[src/sv/cmi_pkg.sv]
// shared types and constants for the checksum message interceptor
package cmi_pkg;

   // input mode codes
   localparam logic MODE_BYTE = 1'b0;
   localparam logic MODE_TICK = 1'b1;

   // result kind codes
   localparam logic KIND_FWD   = 1'b0;
   localparam logic KIND_EVENT = 1'b1;

   // frame header and opcode bytes
   localparam logic [7:0] HDR_CMD     = 8'h01;
   localparam logic [7:0] HDR_RESP    = 8'h02;
   localparam logic [7:0] HDR_EVENT   = 8'hEE;
   localparam logic [7:0] HDR_EVDATA  = 8'hED;
   localparam logic [7:0] OP_LONG     = 8'h01;
   localparam logic [7:0] OP_SHORT    = 8'h02;
   localparam logic [7:0] OP_LOG_EN   = 8'hF0;

   // frame lengths
   localparam logic [2:0] LEN_EVENT  = 3'd3;
   localparam logic [2:0] LEN_SHORT  = 3'd4;
   localparam logic [2:0] LEN_EVDATA = 3'd5;
   localparam logic [2:0] LEN_LONG   = 3'd7;

   localparam int          MAX_RESULTS   = 8;
   localparam logic [7:0]  IDLE_FLUSH_RST = 8'd20;

   typedef enum logic {
      ITEM_BYTE,
      ITEM_TICK
   } item_kind_type;

   typedef struct packed {
      item_kind_type kind;
      logic [7:0]    rx_byte;
   } item_type;

   typedef struct packed {
      logic        kind;
      logic [7:0]  out_byte;
      logic [7:0]  event_id;
      logic [15:0] event_data;
      logic        event_has_data;
      logic [31:0] timestamp_ms;
      logic        link_connected;
   } result_type;

endpackage

[src/sv/cmi_front.sv]
// front end: accepts and classifies input items into a two-entry queue
module cmi_front (
   input  logic              clock,
   input  logic              reset,
   input  logic              req_valid,
   output logic              req_stall,
   input  logic              req_mode,
   input  logic [7:0]        req_rx_byte,
   output logic              q_valid,
   output cmi_pkg::item_type q_item,
   input  logic              q_pop
);
   import cmi_pkg::*;

   item_type   entry_ff [2];
   item_type   entry_in;
   logic       wr_ptr_ff, wr_ptr_in;
   logic       rd_ptr_ff, rd_ptr_in;
   logic [1:0] cnt_ff, cnt_in;
   logic       push;
   logic       pop;

   assign req_stall = (cnt_ff == 2'd2);
   assign push      = req_valid && !req_stall;
   assign q_valid   = (cnt_ff != 2'd0);
   assign pop       = q_pop && q_valid;
   assign q_item    = entry_ff[rd_ptr_ff];

   always_comb begin
      entry_in.kind    = (req_mode == MODE_TICK) ? ITEM_TICK : ITEM_BYTE;
      entry_in.rx_byte = req_rx_byte;
      wr_ptr_in        = push ? ~wr_ptr_ff : wr_ptr_ff;
      rd_ptr_in        = pop ? ~rd_ptr_ff : rd_ptr_ff;
      cnt_in           = cnt_ff + 2'(push) - 2'(pop);
   end

   always_ff @(posedge clock) begin
      if (push) begin
         entry_ff[wr_ptr_ff] <= entry_in;
      end
   end

   always_ff @(posedge clock) begin
      if (reset) begin
         wr_ptr_ff <= 1'b0;
         rd_ptr_ff <= 1'b0;
         cnt_ff    <= 2'd0;
      end else begin
         wr_ptr_ff <= wr_ptr_in;
         rd_ptr_ff <= rd_ptr_in;
         cnt_ff    <= cnt_in;
      end
   end

`ifndef SYNTHESIS
   a_no_overflow: assert property (@(posedge clock) disable iff (reset)
      (cnt_ff == 2'd2) |-> !push)
      else $error("queue written while full");
   a_cnt_range: assert property (@(posedge clock) disable iff (reset)
      cnt_ff != 2'd3)
      else $error("queue count out of range");
   a_pop_nonempty: assert property (@(posedge clock) disable iff (reset)
      (q_pop && !push) |=> (cnt_ff == $past(cnt_ff) - 2'd1))
      else $error("pop did not drain queue");
`endif

endmodule

[src/sv/cmi_back.sv]
// back end: frame store, parse sequencer and result register
module cmi_back #(
   parameter int MAX_FRAME_BYTES = 7
) (
   input  logic                clock,
   input  logic                reset,
   input  logic                q_valid,
   input  cmi_pkg::item_type   q_item,
   output logic                q_pop,
   input  logic                csr_wr_en,
   input  logic [7:0]          csr_wr_data,
   output cmi_pkg::result_type rsp_res,
   output logic                rsp_last,
   output logic                rsp_valid,
   input  logic                rsp_stall
);
   import cmi_pkg::*;

   localparam int   CW      = $clog2(MAX_FRAME_BYTES + 1);
   localparam logic LONG_OK = (MAX_FRAME_BYTES >= 7);

   typedef enum logic [5:0] {
      S_IDLE   = 6'b000001,
      S_APPEND = 6'b000010,
      S_TICK   = 6'b000100,
      S_PARSE  = 6'b001000,
      S_FLUSH  = 6'b010000,
      S_FINISH = 6'b100000
   } state_type;

   typedef enum logic [1:0] {
      P_KEEP,
      P_FAIL,
      P_ACCEPT
   } parse_type;

   state_type   state_ff, state_in;
   item_type    cur_ff, cur_in;
   logic [7:0]  held_ff [MAX_FRAME_BYTES];
   logic [7:0]  held_in [MAX_FRAME_BYTES];
   logic [CW-1:0] count_ff, count_in;
   logic [7:0]  idle_ff, idle_in;
   logic [31:0] ms_ff, ms_in;
   logic        conn_ff, conn_in;
   logic [7:0]  cfg_ff, cfg_in;
   logic [3:0]  emit_cnt_ff, emit_cnt_in;
   result_type  pend_ff, pend_in;
   logic        pend_valid_ff, pend_valid_in;
   result_type  out_ff, out_in;
   logic        out_last_ff, out_last_in;
   logic        out_valid_ff, out_valid_in;

   logic [7:0]  hp [7];
   logic [7:0]  s2, s3, s4, s6;
   logic [2:0]  need;
   parse_type   pres;
   logic        gen;
   logic        gen_live;
   result_type  gen_res;
   result_type  fwd_res;
   result_type  evt_res;
   logic        out_free;
   logic        go;
   logic        out_load;
   logic        out_last;
   logic [7:0]  idle_inc;

   // padded view of the store for the checksum taps
   for (genvar g = 0; g < 7; g++) begin : g_pad
      if (g < MAX_FRAME_BYTES) begin : g_real
         assign hp[g] = held_ff[g];
      end else begin : g_zero
         assign hp[g] = 8'h00;
      end
   end

   assign s2 = hp[0] + hp[1];
   assign s3 = s2 + hp[2];
   assign s4 = s3 + hp[3];
   assign s6 = s4 + hp[4] + hp[5];

   // frame classification on the held bytes
   always_comb begin
      pres = P_KEEP;
      need = LEN_EVENT;
      if (count_ff != '0) begin
         case (hp[0])
            HDR_CMD: begin
               if (count_ff < CW'(2)) begin
                  pres = P_KEEP;
               end else if (hp[1] == OP_LONG) begin
                  need = LEN_LONG;
                  pres = P_ACCEPT;
               end else if (hp[1] == OP_SHORT) begin
                  need = LEN_SHORT;
                  pres = P_ACCEPT;
               end else begin
                  pres = P_FAIL;
               end
            end
            HDR_RESP: begin
               if (count_ff < CW'(2)) begin
                  pres = P_KEEP;
               end else if (hp[1] == OP_LOG_EN) begin
                  need = LEN_SHORT;
                  pres = P_ACCEPT;
               end else begin
                  pres = P_FAIL;
               end
            end
            HDR_EVENT: begin
               need = LEN_EVENT;
               pres = P_ACCEPT;
            end
            HDR_EVDATA: begin
               need = LEN_EVDATA;
               pres = P_ACCEPT;
            end
            default: pres = P_FAIL;
         endcase
         // checksum test once the frame length is known
         if (pres == P_ACCEPT) begin
            if (count_ff < CW'(need) || (need == LEN_LONG && !LONG_OK)) begin
               pres = P_KEEP;
            end else begin
               case (need)
                  LEN_EVENT:  pres = (s2 == hp[2]) ? P_ACCEPT : P_FAIL;
                  LEN_SHORT:  pres = (s3 == hp[3]) ? P_ACCEPT : P_FAIL;
                  LEN_EVDATA: pres = (s4 == hp[4]) ? P_ACCEPT : P_FAIL;
                  LEN_LONG:   pres = (s6 == hp[6]) ? P_ACCEPT : P_FAIL;
                  default:    pres = P_FAIL;
               endcase
            end
         end
      end
   end

   always_comb begin
      fwd_res                = '0;
      fwd_res.kind           = KIND_FWD;
      fwd_res.out_byte       = hp[0];
      fwd_res.link_connected = conn_ff;
      evt_res                = '0;
      evt_res.kind           = KIND_EVENT;
      evt_res.event_id       = hp[1];
      evt_res.timestamp_ms   = ms_ff;
      evt_res.link_connected = conn_ff;
      if (hp[0] == HDR_EVDATA) begin
         evt_res.event_data     = {hp[2], hp[3]};
         evt_res.event_has_data = 1'b1;
      end
   end

   // which step produces a result this cycle
   always_comb begin
      gen     = 1'b0;
      gen_res = fwd_res;
      case (state_ff)
         S_APPEND: gen = (count_ff >= CW'(MAX_FRAME_BYTES));
         S_FLUSH:  gen = 1'b1;
         S_PARSE: begin
            if (pres == P_FAIL) begin
               gen = 1'b1;
            end else if (pres == P_ACCEPT &&
                         (hp[0] == HDR_EVENT || hp[0] == HDR_EVDATA)) begin
               gen     = 1'b1;
               gen_res = evt_res;
            end
         end
         default: gen = 1'b0;
      endcase
   end

   assign out_free = !out_valid_ff || !rsp_stall;
   assign gen_live = gen && (emit_cnt_ff < 4'(MAX_RESULTS));
   assign go       = !gen_live || !pend_valid_ff || out_free;
   assign idle_inc = (idle_ff == 8'hFF) ? idle_ff : idle_ff + 8'd1;

   always_comb begin
      state_in      = state_ff;
      cur_in        = cur_ff;
      held_in       = held_ff;
      count_in      = count_ff;
      idle_in       = idle_ff;
      ms_in         = ms_ff;
      conn_in       = conn_ff;
      cfg_in        = csr_wr_en ? csr_wr_data : cfg_ff;
      emit_cnt_in   = emit_cnt_ff;
      pend_in       = pend_ff;
      pend_valid_in = pend_valid_ff;
      q_pop         = 1'b0;
      out_load      = 1'b0;
      out_last      = 1'b0;

      case (state_ff)
         S_IDLE: begin
            if (q_valid) begin
               q_pop       = 1'b1;
               cur_in      = q_item;
               emit_cnt_in = 4'd0;
               state_in    = (q_item.kind == ITEM_TICK) ? S_TICK : S_APPEND;
            end
         end
         S_APPEND: begin
            idle_in = 8'd0;
            if (go) begin
               if (count_ff >= CW'(MAX_FRAME_BYTES)) begin
                  // store full: oldest goes out, new byte lands at the top
                  for (int i = 0; i < MAX_FRAME_BYTES - 1; i++) begin
                     held_in[i] = held_ff[i + 1];
                  end
                  held_in[MAX_FRAME_BYTES - 1] = cur_ff.rx_byte;
               end else begin
                  for (int i = 0; i < MAX_FRAME_BYTES; i++) begin
                     if (count_ff == CW'(i)) begin
                        held_in[i] = cur_ff.rx_byte;
                     end
                  end
                  count_in = count_ff + CW'(1);
               end
               state_in = S_PARSE;
            end
         end
         S_TICK: begin
            ms_in   = ms_ff + 32'd1;
            idle_in = idle_inc;
            if (count_ff != '0 && idle_inc > cfg_ff) begin
               state_in = S_FLUSH;
            end else begin
               state_in = S_FINISH;
            end
         end
         S_FLUSH, S_PARSE: begin
            if (go) begin
               if (state_ff == S_PARSE && pres == P_KEEP) begin
                  state_in = S_FINISH;
               end else if (state_ff == S_PARSE && pres == P_ACCEPT) begin
                  if (hp[0] == HDR_RESP) begin
                     conn_in = (hp[2] != 8'h00);
                  end
                  count_in = '0;
                  state_in = S_FINISH;
               end else begin
                  for (int i = 0; i < MAX_FRAME_BYTES - 1; i++) begin
                     held_in[i] = held_ff[i + 1];
                  end
                  count_in = count_ff - CW'(1);
                  if (count_ff == CW'(1)) begin
                     state_in = S_FINISH;
                  end
               end
            end
         end
         S_FINISH: begin
            if (!pend_valid_ff) begin
               state_in = S_IDLE;
            end else if (out_free) begin
               out_load      = 1'b1;
               out_last      = 1'b1;
               pend_valid_in = 1'b0;
               state_in      = S_IDLE;
            end
         end
         default: state_in = S_IDLE;
      endcase

      // a new result pushes the pending one out with last low
      if (gen_live && go) begin
         if (pend_valid_ff) begin
            out_load = 1'b1;
            out_last = 1'b0;
         end
         pend_in       = gen_res;
         pend_valid_in = 1'b1;
         emit_cnt_in   = emit_cnt_ff + 4'd1;
      end
   end

   always_comb begin
      out_in      = out_ff;
      out_last_in = out_last_ff;
      if (out_load) begin
         out_in       = pend_ff;
         out_last_in  = out_last;
         out_valid_in = 1'b1;
      end else if (out_free) begin
         out_valid_in = 1'b0;
      end else begin
         out_valid_in = out_valid_ff;
      end
   end

   assign rsp_res   = out_ff;
   assign rsp_last  = out_last_ff;
   assign rsp_valid = out_valid_ff;

   always_ff @(posedge clock) begin
      cur_ff      <= cur_in;
      held_ff     <= held_in;
      pend_ff     <= pend_in;
      out_ff      <= out_in;
      out_last_ff <= out_last_in;
   end

   always_ff @(posedge clock) begin
      if (reset) begin
         state_ff      <= S_IDLE;
         count_ff      <= '0;
         idle_ff       <= 8'd0;
         ms_ff         <= 32'd0;
         conn_ff       <= 1'b0;
         cfg_ff        <= IDLE_FLUSH_RST;
         emit_cnt_ff   <= 4'd0;
         pend_valid_ff <= 1'b0;
         out_valid_ff  <= 1'b0;
      end else begin
         state_ff      <= state_in;
         count_ff      <= count_in;
         idle_ff       <= idle_in;
         ms_ff         <= ms_in;
         conn_ff       <= conn_in;
         cfg_ff        <= cfg_in;
         emit_cnt_ff   <= emit_cnt_in;
         pend_valid_ff <= pend_valid_in;
         out_valid_ff  <= out_valid_in;
      end
   end

`ifndef SYNTHESIS
   a_finish_last: assert property (@(posedge clock) disable iff (reset)
      (state_ff == S_FINISH && pend_valid_ff && out_free)
      |=> (out_valid_ff && out_last_ff))
      else $error("final result of an item not marked last");
   a_parse_nonempty: assert property (@(posedge clock) disable iff (reset)
      (state_ff == S_PARSE) |-> (count_ff != '0))
      else $error("parse step with empty store");
   a_idle_clean: assert property (@(posedge clock) disable iff (reset)
      (state_ff == S_IDLE) |-> !pend_valid_ff)
      else $error("result left pending between items");
   a_emit_cap: assert property (@(posedge clock) disable iff (reset)
      emit_cnt_ff <= 4'(MAX_RESULTS))
      else $error("result count beyond limit");
   a_count_bound: assert property (@(posedge clock) disable iff (reset)
      count_ff <= CW'(MAX_FRAME_BYTES))
      else $error("held byte count beyond store depth");
`endif

endmodule

[src/sv/checksum_message_interceptor_top.sv]
// top level of the checksum message interceptor
//
//  channel | direction | transfer when     | payload
//  req     | in        | req_valid & !stall | req_mode, req_rx_byte
//  rsp     | out       | rsp_valid & !stall | kind, byte, event fields, last
//  csr     | in        | csr_wr_en          | csr_wr_data (idle flush ticks)
//
// in the back-end sequencer a received byte is fetched, appended, parsed in
// one or more parse steps (each failed parse forwards one byte) and then
// closed; a tick is fetched, counted, flushes the held bytes one per step
// once the idle limit is passed, and is then closed.
// reset is synchronous and clears the store count, counters, flag and queue.
// rsp_stall holds the sequencer when a second result is ready or the item's
// last result waits to go out; the two-entry queue takes transfers until full.
module checksum_message_interceptor_top #(
   parameter int MAX_FRAME_BYTES = 7
) (
   input  logic        clock,
   input  logic        reset,
   input  logic        req_valid,
   output logic        req_stall,
   input  logic        req_mode,
   input  logic [7:0]  req_rx_byte,
   output logic        rsp_valid,
   input  logic        rsp_stall,
   output logic        rsp_kind,
   output logic [7:0]  rsp_out_byte,
   output logic [7:0]  rsp_event_id,
   output logic [15:0] rsp_event_data,
   output logic        rsp_event_has_data,
   output logic [31:0] rsp_timestamp_ms,
   output logic        rsp_link_connected,
   output logic        rsp_last,
   input  logic        csr_wr_en,
   input  logic [7:0]  csr_wr_data
);
   import cmi_pkg::*;

   logic       q_valid;
   item_type   q_item;
   logic       q_pop;
   result_type res;

   cmi_front u_front (
      .clock       (clock),
      .reset       (reset),
      .req_valid   (req_valid),
      .req_stall   (req_stall),
      .req_mode    (req_mode),
      .req_rx_byte (req_rx_byte),
      .q_valid     (q_valid),
      .q_item      (q_item),
      .q_pop       (q_pop)
   );

   cmi_back #(
      .MAX_FRAME_BYTES (MAX_FRAME_BYTES)
   ) u_back (
      .clock       (clock),
      .reset       (reset),
      .q_valid     (q_valid),
      .q_item      (q_item),
      .q_pop       (q_pop),
      .csr_wr_en   (csr_wr_en),
      .csr_wr_data (csr_wr_data),
      .rsp_res     (res),
      .rsp_last    (rsp_last),
      .rsp_valid   (rsp_valid),
      .rsp_stall   (rsp_stall)
   );

   assign rsp_kind           = res.kind;
   assign rsp_out_byte       = res.out_byte;
   assign rsp_event_id       = res.event_id;
   assign rsp_event_data     = res.event_data;
   assign rsp_event_has_data = res.event_has_data;
   assign rsp_timestamp_ms   = res.timestamp_ms;
   assign rsp_link_connected = res.link_connected;

endmodule

[config.mk]
export PLATFORM = sky130hd
export DESIGN_NAME = checksum_message_interceptor_top
export DESIGN_NICKNAME = d
export VERILOG_FILES = /design/src/sv/cmi_pkg.sv /design/src/sv/cmi_front.sv /design/src/sv/cmi_back.sv /design/src/sv/checksum_message_interceptor_top.sv
export SDC_FILE = /design/constraint.sdc
export NUM_CORES = 1
export LEC_CHECK = 0
export ABC_AREA = 0
export BUFFER_PORTS_ARGS = -buffer_cell sky130_fd_sc_hd__buf_2
export CAP_MARGIN = 20
export CORE_MARGIN = 8
export CORE_UTILIZATION = 58
export DETAILED_ROUTE_END_ITERATION = 10
export PLACE_DENSITY = 0.84
export SYNTH_ARGS = -nofsm -noshare
export SYNTH_HDL_FRONTEND = slang
export SYNTH_SLANG_ARGS = --single-unit
[constraint.sdc]
create_clock -name clock -period 14.1 [get_ports clock]
set_clock_uncertainty 0.2 [all_clocks]
set_input_delay 0.705 -clock clock [delete_from_list [all_inputs] [get_ports clock]]
set_output_delay 0.705 -clock clock [all_outputs]
set_load 0.005 [all_outputs]
; ---- Word-level counts from Yosys, hierarchy flattened
; Memory sizes are Yosys's and may differ from the RTL's. A register that Yosys moved wholly into a read port is not among the register bits.
; Index checks and enable logic that the tools add are counted.
[classes]
add_sub_neg = 12
n_mul = 0
div_mod_pow = 0
order_cmp = 5
eq_ne = 46
shift = 0
mux = 84
n_bitwise = 6
n_reduce_logical = 46
[op_table]
columns = op, count
row1 = 48-bit two-way mux, 3
row2 = 66-bit two-way mux, 2
row3 = 56-bit two-way mux, 2
row4 = 48-bit case mux with 2 select lines, 1
row5 = 67-bit two-way mux, 1
row6 = 8-bit two-way mux, 8
row7 = 6-bit two-way mux, 9
row8 = 8-bit adder, 5
row9 = 3-bit two-way mux, 12
row10 = 6-bit AND reduction, 6
row11 = 32-bit by 1-bit adder with 32-bit output (second input constant), 1
row12 = 8-bit equality test, 4
row13 = 8-bit equality test (second input constant), 4
row14 = 6-bit case mux with 5 select lines, 1
row15 = 2-bit two-way mux, 13
row16 = 1-bit two-way mux, 22
row17 = 3-bit equality test (second input constant), 6
row18 = 3-bit by 1-bit inequality test with 1-bit output (second input constant), 6
row19 = 17-bit two-way mux, 1
row20 = 8-bit by 1-bit equality test with 1-bit output (second input constant), 2
row21 = 8-bit by 2-bit equality test with 1-bit output (second input constant), 2
row22 = 8-bit case mux with 2 select lines, 1
row23 = 2-bit nonzero test, 8
row24 = 5-bit AND reduction, 3
row25 = 44 further kinds, 76
[word_totals]
reg_bits = 267
latchBits = 0
ramBits = 18
rom_bits = 0
input_bits = 22
out_inout_bits = 70
wordCells = 235
n_memories = 1
[memory_table]
columns = name, depth, width, rd, rd_ports_with_merged_regs, write_ports, line_no
row1 = u_front.entry_ff, 2, 9, 1, 1, 1, cmi_front.sv:15  ; item_type entry_ff [2];

; ---- Longest topological paths before layout
[depth]
word_depth = 23
mapped_depth = 30
depth_no_buf = 27

; ---- Modules after synthesis
; A second synthesis with hierarchy kept.
[unflattened]
cells_unflattened = 1124
hier_area_um2 = 13311.5
[by_module_without_submodules]
columns = module, n_inst, cells_each, area_each_um2, seq_area_each_um2
row1 = cmi_back, 1, 1069, 12426.9, 7257.0
row2 = cmi_front, 1, 55, 884.6, 640.6

; ---- Least setup slack after synthesis
; Ideal clock, no wire load.
[synth_path]
path_type = flip-flop to flip-flop
from = register u_back.held_ff, in the netlist u_back.evt_res[51]
to = register u_back.out_last_ff, in the netlist u_back.rsp_last (enable)
setup_ps = 431
arrival_time_ps = 8845
t_required_ps = 13469
setup_slack_ps = 4624
stages_incl_launch_ff = 27
period_less_slack_ps = 9476
cell_sequence = edfxtp_1 -> clkbuf_1 -> inv_1 -> fa_1 -> xnor2_1 -> ha_1 -> a21o_1 -> a21oi_1 -> xnor2_1 -> ha_1 -> clkbuf_1 -> inv_1 -> a211o_1 -> nand2_1 -> a21oi_1 -> xor2_1 -> fa_1 -> inv_1 -> ha_1 -> nand2_1 -> a21oi_1 -> a211oi_1 -> xnor2_1 -> xnor3_2 -> nor4_4 -> nor4_4 -> o21a_1
[synth_via]
elab_chain_len = 22
word_cells_on_any_way = 52
classes_between = 5 x add/sub / 1 x order compare / 14 x eq/ne / 26 x mux / 6 x reduce/logical
[synth_rtl]
columns = element, line_no
row1 = start: declaration, cmi_back.sv:39  ; logic [7:0] held_ff [MAX_FRAME_BYTES];
row2 = start signal: assignment, cmi_back.sv:299  ; held_ff <= held_in;
row3 = 8-bit adder / 8-bit by 2-bit equality test with 1-bit output (equally long branches), "cmi_back.sv:77, cmi_back.sv:94"
row4 = 8-bit adder / 3-bit two-way mux (equally long branches), "cmi_back.sv:78, cmi_back.sv:94"
row5 = 8-bit adder / 3-bit two-way mux (equally long branches), "cmi_back.sv:79, cmi_back.sv:91"
row6 = 8-bit adder / 3-bit two-way mux (equally long branches), "cmi_back.sv:80, cmi_back.sv:89"
row7 = 8-bit adder / 3-bit case mux with 3 select lines (equally long branches), "cmi_back.sv:80, cmi_back.sv:87"
row8 = 8-bit equality test / 3-bit two-way mux (equally long branches), "cmi_back.sv:130, cmi_back.sv:86"
row9 = 2-bit two-way mux (tied with other cells), cmi_back.sv:130  ; LEN_LONG: pres = (s6 == hp[6]) ? P_ACCEPT : P_FAIL;
row10 = 2-bit case mux with 4 select lines, cmi_back.sv:126  ; case (need)
row11 = [... 6 more ...], -
row12 = 1-bit two-way mux (*), cmi_back.sv:162  ; if (pres == P_FAIL) begin
row13 = 1-bit case mux with 3 select lines (*), cmi_back.sv:158  ; case (state_ff)
row14 = 1-bit logical AND (*), cmi_back.sv:175  ; assign gen_live = gen && (emit_cnt_ff < 4'(MAX_RESULTS));
row15 = 1-bit logical NOT, cmi_back.sv:176  ; assign go = !gen_live || !pend_valid_ff || out_free;
row16 = 1-bit logical OR (2 in a row), cmi_back.sv:176
row17 = 1-bit logical AND (*), cmi_back.sv:268  ; if (gen_live && go) begin
row18 = 1-bit two-way mux (*), cmi_back.sv:268
row19 = net u_back.out_load, cmi_back.sv:64  ; logic out_load;
row20 = end signal: assignment, cmi_back.sv:302  ; out_last_ff <= out_last_in;
row21 = end: declaration, cmi_back.sv:50  ; logic out_last_ff, out_last_in;
; Mark *: on every way through the listed nets, which the timed path passes. The rest lies on a longest branch. The select of a mux whose other input is x is not followed.
; A chain may end at the register's enable or synchronous reset.

; ---- Worst setup path after layout
[layout_path]
from = register u_back.held_ff, in the netlist u_back.evt_res[50]
to = register u_back.out_ff, in the netlist u_back.rsp_res[44] (enable)
[layout_via]
elab_chain_len = 22
word_cells_on_any_way = 52
classes_between = 5 x add/sub / 1 x order compare / 14 x eq/ne / 26 x mux / 6 x reduce/logical
[layout_rtl]
columns = element, line_no
row1 = 8-bit adder / 8-bit by 2-bit equality test with 1-bit output (equally long branches), "cmi_back.sv:77, cmi_back.sv:94"
row2 = 8-bit adder / 3-bit two-way mux (equally long branches), "cmi_back.sv:78, cmi_back.sv:94"
row3 = 8-bit adder / 3-bit two-way mux (equally long branches), "cmi_back.sv:79, cmi_back.sv:91"
row4 = 8-bit adder / 3-bit two-way mux (equally long branches), "cmi_back.sv:80, cmi_back.sv:89"
row5 = 8-bit adder / 3-bit case mux with 3 select lines (equally long branches), "cmi_back.sv:80, cmi_back.sv:87"
row6 = 8-bit equality test / 3-bit two-way mux (equally long branches), "cmi_back.sv:130, cmi_back.sv:86"
row7 = 2-bit two-way mux (tied with other cells), cmi_back.sv:130
row8 = 2-bit case mux with 4 select lines, cmi_back.sv:126
row9 = [... 6 more ...], -
row10 = 1-bit two-way mux (*), cmi_back.sv:162
row11 = 1-bit case mux with 3 select lines (*), cmi_back.sv:158
row12 = 1-bit logical AND (*), cmi_back.sv:175
row13 = 1-bit logical NOT, cmi_back.sv:176
row14 = 1-bit logical OR (2 in a row), cmi_back.sv:176
row15 = 1-bit logical AND (*), cmi_back.sv:268
row16 = 1-bit two-way mux (*), cmi_back.sv:268
row17 = net u_back.out_load, cmi_back.sv:64
row18 = end signal: assignment, cmi_back.sv:301  ; out_ff <= out_in;
row19 = end: declaration, cmi_back.sv:49  ; result_type out_ff, out_in;
; Marks and branches as above.

==> results.md <==
- Full die area: 28300 µm²
- Post-DR wirelength/cell: 17.6 µm
- CTS tree: built
- PD cells: 168 nW/µm²
- Post-layout net count: 1289
- Placed inst area: 14100 µm²
- 1st-iter DRT viols: 637
- Drt pass-1 iters: 6
- Synthesized area per cell: 12.0 µm²
- Cts bufs inserted: 28
- Unique masters post-synth: 68
- Setup bufs post-CTS: 0
- Max-slew violation count: 0
- Remaining antenna violation count after routing: 0
- Clk_lat worst skew: 540 ps
- Worst setup path startpoint: u_back.evt_res[50]
- IO Port Bufs: 91
- Post-synth top area share: 48.4%
- CP Data Required Time: 14060 ps
- FP Rows: 55
- Post-synth ARST share: 0%
- RSZ-0062 raised after global routing: no
- Core Box Area: 22700 µm²
- Vias in the first global route: 8519
- Filler cell count: 1652
- ANT cells: 0
- Area Overhead vs Synth: 11.8%
- Largest net degree at the start of global routing: 76
- Slew HR: 38.9%
- R2R depth: 27
- Peak supply drop: 0.113 mV
- First-pass GRT wire length: 42900 µm
- Synth area leader: edfxtp_1
- Antenna violations before repair: 0
- Overall Power: 0.00252 W
- Remaining DRCs: 0
- DR vias: 8849
- H-Tree Level Count: 1
- Root Buffer: clkbuf_16
- CP endpoint kind: flop
- Post-layout min period: 7580 ps
- Worst Hold Launch: req_mode
- Final setup fails: 0
- TNS Setup: 0 ps
- Seq/Total Area, Yosys: 58.7%
- Final hold slack: 146 ps
- Number of flops mapped to enable cells by yosys: 217
- CP Class: reg -> reg
- Hold Path Depth: 1
- Top-count cell post-synth: edfxtp_1
- Cts hold-fix bufs: 0
- Post-detail-place hpwl: 19100 µm
- Area contributors post-synth: edfxtp_1 48%, dfxtp_1 10%, ha_1 4.6%, a21o_1 3.0%, and2_1 2.8%
- Routability cong.: 0.931
- Design Area, Final: 15000 µm²
- Clock tree sinks: 286
- Most instantiated cells after synthesis: 217 x edfxtp_1, 88 x nor2_1, 69 x dfxtp_1, 69 x inv_1, 61 x and2_1
- Synth Cell Area: 13500 µm²
- Syn_nets: 1203
- Leakage power: 5.93 nW
- Crit-path max FO: 75
- Multi-input gate area: 5110 µm²
- Startpoint Class: flop
- Starting Density: 59.2%
- Syn. warnings: 0
- Crit path DAT: 7540 ps
- Total GRT Usage: 18.5%
- Wirelength, routed: 26600 µm
- F_max: 0.132 GHz
- Chip height: 168 µm
- Number of synthesized register bits: 286
- Status: finished, final reports clean
- Tcrit/Tclk final: 53.7%
- Slew of the pin with the lowest slew margin: 916 ps
- Vias/cell: 5.85
- Max Cap Viol: 0
- Reg clk slew, reported paths: 60 ps
- Grt total ovfl: 0
- Top-level port count: 92
- Layout cells sized above 1: 13.6%
- Final hold viol count: 0
- Die width: 168 µm
- Post-Syn Instances: 1121
- Top FF cell, synth: edfxtp_1
- Post-CTS Resized: 0
- HP Class: in -> reg
- Reg2reg start: u_back.evt_res[50]
- Storage element area: 7900 µm²
- CTS Buffer Depth: 3
## final cells by class
cell class	instances	share of cell area (%)
clock buffer	34	4.81
clock inverter	17	1.18
sequential	286	52.5
inverter	69	1.72
multi-input combinational	724	34.0
tap	285	2.37
timing repair buffer	98	3.38
## cell usage in the layout, fill, tap and decap left out, types with 8 or more instances in the layout
cell type  Yosys  routed
a211oi_1       9       9
a21o_1        54      54
a21oi_1       55      55
a22oi_1        8       8
and2_1        61      61
and3_1        24      24
buf_2          5      91
clkbuf_16      0      28
dfxtp_1       69      69
edfxtp_1     217     217
fa_1          11      11
ha_1          49      49
inv_1         69      69
mux2_2         9       9
mux2i_1       10      10
nand2_1       47      47
nand2b_1       9       9
nand3_1       26      26
nand4_1       11      11
nor2_1        88      87
nor3_1        22      22
nor4_1        10      10
o211ai_1      10      10
o21ai_0       27      27
or3_1         14      14
xnor2_1       37      37
xor2_1        31      31
## flip-flops by register name, summed over array words and instances (netlist names), 6 cells and up, named ones only
register          flops
u_back.fwd_res        8
u_back.cfg_ff         8
u_back.rsp_res       67
u_front.entry_ff     18
u_back.evt_res        8
u_back.cur_ff         8
u_back.idle_ff        8
u_back.pend_ff       67
u_back.held_ff       40
u_back.state_ff       6
u_back.ms_ff         32
## layer usage
| metal | GRT usage (%) | wire length (µm) | up-vias |
|---|---|---|---|
| met5 | 0 | 0 | - |
| met4 | 7.07 | 898 | 0 |
| met3 | 3.55 | 2050 | 64 |
| met2 | 30.7 | 12600 | 321 |
| met1 | 23.6 | 11100 | 4202 |
| li1 | - | - | 4262 |
## cells by family (layout without fill, tap and decap cells)
kind of cell             count (synthesis)  in the layout  share of synthesized area, %
flip-flops                             286            286                          58.7
buffers and inverters                  111            218                          3.31
adder cells (fa/ha/maj)                 60             60                          6.20
XOR/XNOR                                71             71                          4.91
AO/OA/AOI/OAI                          214            214                          10.7
AND/OR/NAND/NOR                        359            359                          14.6
multiplexers                            20             20                          1.58
## stage by stage
stage          std cells  utilization [%]  setup WS [ps]
2_1_floorplan       1121                -           4620
3_3_place_gp        1461             62.2           6650
3_5_place_dp        1461             62.2           6520
4_1_cts             1512             66.2           6490
5_1_grt             1513             66.2           5980
6_report            1513             66.2           6520
## worst paths after layout
check / slack, ps / end
setup / recovery: 6520 / u_back.rsp_res[44]
hold / removal: 150 / u_front.entry_ff[0][8]
setup reg to reg: 6520 / u_back.rsp_res[44]
hold reg to reg: 210 / u_back.rsp_res[21]
## power by group
part	leakage (nW)	internal, W	switching, W
Combinational	2.86	0.000330	0.000466
Clock	0.428	0.000421	0.000304
Sequential	2.64	0.000968	0.0000319
## worst max-delay path: stages, from the launching register on
cell and delay, ps:
edfxtp_1 480, ha_1 280, inv_1 80, fa_1 480, fa_1 460, inv_1 80
a21o_1 110, a21oi_1 90, xnor2_1 150, ha_1 430, inv_1 90, a211o_1 250
nand2_1 70, a21oi_1 70, xor2_1 170, fa_1 490, inv_1 40, ha_1 320
nand2_1 80, a21oi_1 40, a211oi_1 330, xnor2_1 160, xnor3_2 300, nor4_4 90
nor4_4 220, buf_4 710, o21a_2 210, buf_4 610
(Power assumes the default switching activity.)
